==> config.mk <==
export PLATFORM = sky130hd
export DESIGN_NAME = sfa_mul
export DESIGN_NICKNAME = d
export VERILOG_FILES = /design/src/hdl/sfa_pkg.sv /design/src/hdl/sfa_mul.sv
export SDC_FILE = /design/constraint.sdc
export NUM_CORES = 2
export LEC_CHECK = 0
export BUFFER_PORTS_ARGS = -buffer_cell sky130_fd_sc_hd__buf_2
export CAP_MARGIN = 10
export CORE_MARGIN = 5
export CORE_UTILIZATION = 33
export CTS_CLUSTER_SIZE = 14
export DETAILED_ROUTE_END_ITERATION = 8
export HOLD_SLACK_MARGIN = 0.1
export PLACE_DENSITY = 0.5
export SYNTH_ARGS = -nofsm -noshare
export SYNTH_HDL_FRONTEND = slang
export SYNTH_SLANG_ARGS = --single-unit
export TNS_END_PERCENT = 10
==> constraint.sdc <==
create_clock -name clk -period 10.1 [get_ports clk]
set_input_delay 2.02 -clock clk [delete_from_list [all_inputs] [get_ports clk]]
set_output_delay 2.02 -clock clk [all_outputs]
set_load 0.1 [all_outputs]
==> src/hdl/sfa_pkg.sv <==
// Shared constants and types for the secp256k1 field arithmetic unit.
`default_nettype none
package sfa_pkg;
	localparam int unsigned FW = 256;
	localparam logic [FW-1:0] PRIME =
		256'hFFFFFFFF_FFFFFFFF_FFFFFFFF_FFFFFFFF_FFFFFFFF_FFFFFFFF_FFFFFFFE_FFFFFC2F;
	localparam logic [FW-1:0] EXP_INV  = PRIME - 256'd2;
	localparam logic [FW-1:0] EXP_SQRT = (PRIME + 256'd1) >> 2;

	localparam logic [2:0] FN_ADD  = 3'd0;
	localparam logic [2:0] FN_SUB  = 3'd1;
	localparam logic [2:0] FN_NEG  = 3'd2;
	localparam logic [2:0] FN_MUL  = 3'd3;
	localparam logic [2:0] FN_SQR  = 3'd4;
	localparam logic [2:0] FN_INV  = 3'd5;
	localparam logic [2:0] FN_SQRT = 3'd6;

	typedef struct packed {
		logic          go;
		logic [FW-1:0] x;
		logic [FW-1:0] y;
	} mul_req_t;

	typedef struct packed {
		logic          done;
		logic [FW-1:0] prod;
	} mul_rsp_t;
endpackage
`default_nettype wire

==> src/hdl/sfa_mul.sv <==
// Bit-serial modular multiplier, one multiplier bit per cycle, MSB first.
`default_nettype none
module sfa_mul (
	input  wire logic              clk,
	input  wire logic              arst_n,
	input  wire sfa_pkg::mul_req_t req,
	output sfa_pkg::mul_rsp_t      rsp
);
	import sfa_pkg::*;

	logic          busy_q;
	logic          done_q;
	logic [7:0]    cnt_q;
	logic [FW-1:0] x_q;
	logic [FW-1:0] y_q;
	logic [FW-1:0] acc_q;
	logic [FW+1:0] t;
	logic [FW+2:0] d1;
	logic [FW+2:0] d2;
	logic [FW-1:0] nxt;

	// acc < p, so 2*acc + y < 3p; subtract 2p or p as fits
	always_comb begin
		t  = {1'b0, acc_q, 1'b0} + (x_q[FW-1] ? {2'b00, y_q} : '0);
		d1 = {1'b0, t} - {3'b000, PRIME};
		d2 = {1'b0, t} - {2'b00, PRIME, 1'b0};
		if (!d2[FW+2]) begin
			nxt = d2[FW-1:0];
		end else if (!d1[FW+2]) begin
			nxt = d1[FW-1:0];
		end else begin
			nxt = t[FW-1:0];
		end
	end

	always_ff @(posedge clk or negedge arst_n) begin
		if (!arst_n) begin
			busy_q <= 1'b0;
			done_q <= 1'b0;
			cnt_q  <= '0;
		end else begin
			done_q <= 1'b0;
			if (req.go) begin
				busy_q <= 1'b1;
				cnt_q  <= 8'hFF;
			end else if (busy_q) begin
				if (cnt_q == 8'd0) begin
					busy_q <= 1'b0;
					done_q <= 1'b1;
				end else begin
					cnt_q <= cnt_q - 8'd1;
				end
			end
		end
	end

	always_ff @(posedge clk) begin
		if (req.go) begin
			x_q   <= req.x;
			y_q   <= req.y;
			acc_q <= '0;
		end else if (busy_q) begin
			x_q   <= {x_q[FW-2:0], 1'b0};
			acc_q <= nxt;
		end
	end

	assign rsp.done = done_q;
	assign rsp.prod = acc_q;

	a_go_idle: assert property (@(posedge clk) disable iff (!arst_n) req.go |-> !busy_q)
		else $error("multiplier started while busy");
	a_done_end: assert property (@(posedge clk) disable iff (!arst_n)
		done_q |-> $past(busy_q) && !busy_q)
		else $error("done without a finished pass");
	a_acc_red: assert property (@(posedge clk) disable iff (!arst_n)
		done_q |-> acc_q < PRIME)
		else $error("product not reduced");
endmodule
`default_nettype wire

==> results.toml <==
[outcome]
outcome = "completed"

[routing]
post_drt_wl_per_cell_um = 37.32
firstDrtPassIters = 6
drt_wl_total_mm = 421.4
postRouteAntennaNets = 0
avgViaCountPerCell = 6.263
drc_errors = 0
vias = 70720
drtIter0Drc = 9384

[cts]
cts_hold_buf = 0
cts-root-buf = "clkbuf_16"
post-cts-setup-buffer-count = 0
htreeDepth = 3
cts_tree = "done"
insertion_delay_ps = 830
cts_sinks = 778
cts_buffers = 92
cts_resized = 0
cts_buffer_depth = 3
clk_pin_slew_ps = 70

[synth]
yosys.cell_count.top_type = "nand2_1"
synth_flop_cell = "edfxtp_1"
synthTopCellsByArea = "edfxtp_1 25%, dfxtp_1 8.3%, ha_1 5.2%"
ys_top_cells_by_count = "776 x nand2_1, 688 x nor2_1, 595 x a21oi_1, 512 x edfxtp_1, 440 x o21ai_0"
async_reset_ff_frac = 0.01285
synth_fp_nets = 8146
synth_top_area_share = 0.2477
yosysTopAreaCell = "edfxtp_1"
synth-edff-count = 512
synth-seq-cells = 778
avgSynthCellArea_sq_um = 8.420
ys_seq_area_frac = 0.3343
ys_types = 118
synth_cells = 7372
yosysWarningCount = 0
syn_area_sq_um = 62070

[cells_and_area]
fillers = 19460
layout-drive-gt1-share = 0.2491
fin_cells = 11290
layout.nets = 9443
syn_to_final_growth_pct = 24.62

[critical_path]
max_stage_delay_ps = 640
cp-end-kind = "flip-flop"
worstSetupStartpointType = "flip-flop"
crit_slowest_cell = "a21oi_1"
worst_ep_arrival_time_ps = 10660
critPathKind = "reg2reg"
cp_common_cell = "buf_4"
cp.required_ps = 10680
crit_fanout = 92

[floorplan]
die_x_um = 443.7
core-area_sq_um = 187400
die_area_sq_um = 196900
row_count = 159
start_util = 0.3312
die_h_um = 443.7
ioPinCount = 772

[timing]
worst_pin_slew_ps = 1359
maxSlewHeadroom = 0.08582
hold_viol = 0
rsz0062_at_grt = "false"
fin_crit_sh = 0.9980
maxSlewViolCount = 0
period_minus_slack_ps = 10080
finalSetupTns_ps = 0
clock.fmax_ghz = 0.09921
setup_viol = 0
fin_worst_skew_ps = 94.40

[pwr]
p_clk_frac = 0.220
p_per_area_nw_per_um2 = 209.1
internal_power_mw = 8.071
seqPwrFrac = 0.268
p_comb_frac = 0.513
vdd_ir_drop_max_mv = 0.2086
p_sw_frac = 0.5011
leakage_nw = 30.08
power_switching_mw = 8.105

[grt]
antenna_found_initial = 94
grtUsageTotal = 0.4064
grt_pass1_wl_mm = 560.8
grt_pass1_vias = 66450
grt_overflow_total = 0
grt_max_degree = 137

[place]
io_buffers = 771
dp_hpwl_mm = 360.6
post-place-cells = 11070
gp_congestion = 1.126

[flow_run]
cap_violations = 0

[min_path]
hp-class = "reg2reg"
## power by group through the flow
stage,logic (mW),registers [mW],clock network [mW]
floorplan,3.35,5.84,0
global placement,8.06,4.38,0
detailed placement,8.05,4.39,0
CTS,8.08,4.33,3.62
global route,8.52,4.35,3.75
finish,8.29,4.33,3.56
## cells in the final DEF, fill, tap and decap left out, drive strengths merged, types with 53 or more instances in the layout
cell type,instances
buf,1587
nand2,778
nor2,690
a21oi,602
edfxtp,512
o21ai,511
and2,314
nand4,308
mux2,261
ha,258
dfxtp,256
xnor2,254
nor3,249
nand3,223
xor2,190
nor4,165
a211oi,129
clkbuf,120
inv,90
and3,88
a21o,85
mux2i,83
o21bai,57
a31oi,54
or3,53
## area by class of cell
cell class / count / area (sq um) / area share
Antenna cell: 49 / 122.6 / 0.001585
Clock buffer: 120 / 2499 / 0.03230
Clock inverter: 53 / 659.4 / 0.008524
Inverter: 88 / 337.8 / 0.004367
Multi-Input combinational cell: 6121 / 39580 / 0.5117
Sequential cell: 778 / 20750 / 0.2683
Tap cell: 2495 / 3122 / 0.04036
Timing Repair Buffer: 1588 / 10280 / 0.1329
## logic make-up (layout without fill, tap and decap cells)
kind of cell             count (synthesis)  in the layout  share of synthesized area
other                                    0             49                          0
XOR/XNOR                               444            444                    0.06325
AND/OR/NAND/NOR                       3162           3162                     0.2614
buffers and inverters                  473           1849                    0.03251
flip-flops                             778            778                     0.3343
AO/OA/AOI/OAI                         1912           1912                     0.1955
adder cells (fa/ha/maj)                259            259                    0.05233
multiplexers                           344            344                    0.06073
## stage by stage
step           hold WS [ps]  worst slack [ps]    util  cell area [sq um]  power, mW
2_1_floorplan         462.3              1599       -              62070      9.198
3_3_place_gp          465.4             158.4  0.3950              74020      12.44
3_5_place_dp          476.9             137.0  0.3951              74040      12.44
4_1_cts               484.8             45.62  0.4120              77200      16.03
5_1_grt               504.1             150.6  0.4123              77270      16.62
6_report              484.5             20.68  0.4128              77350      16.18
## worst paths after layout
check | start | to | slack, ps | cells past startpoint
max | x_q[255] | acc_q[137] | 20 | 28
min in group asynchronous | arst_n | cnt_q[0] | 1080 | 1
max reg2reg | x_q[255] | acc_q[137] | 20 | 28
min reg2reg | acc_q[182] | acc_q[182] | 480 | 2
max in group asynchronous | arst_n | busy_q | 8800 | 1
min | acc_q[182] | acc_q[182] | 480 | 2
## critical path: cells and delay by family (launching register included)
kind                     cells  cell delay, ps
adder cells (fa/ha/maj)      1             430
buffers and inverters        8            1730
XOR/XNOR                     2             810
AND/OR/NAND/NOR              8            2360
flip-flops                   1             460
AO/OA/AOI/OAI                9            3860
## metal layers
metal  up-vias  routed length (um)  track usage
met5         -                 464            0
met4        76               31640       0.2437
met3       979               43260       0.1040
met2      4388              176500       0.6077
met1     34850              169600       0.5272
li1      30430                   -            -
## flip-flops by register name, summed over array words and instances (netlist names)
register / flops
acc_q: 256
busy_q: 1
cnt_q: 8
done_q: 1
x_q: 256
y_q: 256
(Power assumes the default switching activity.)
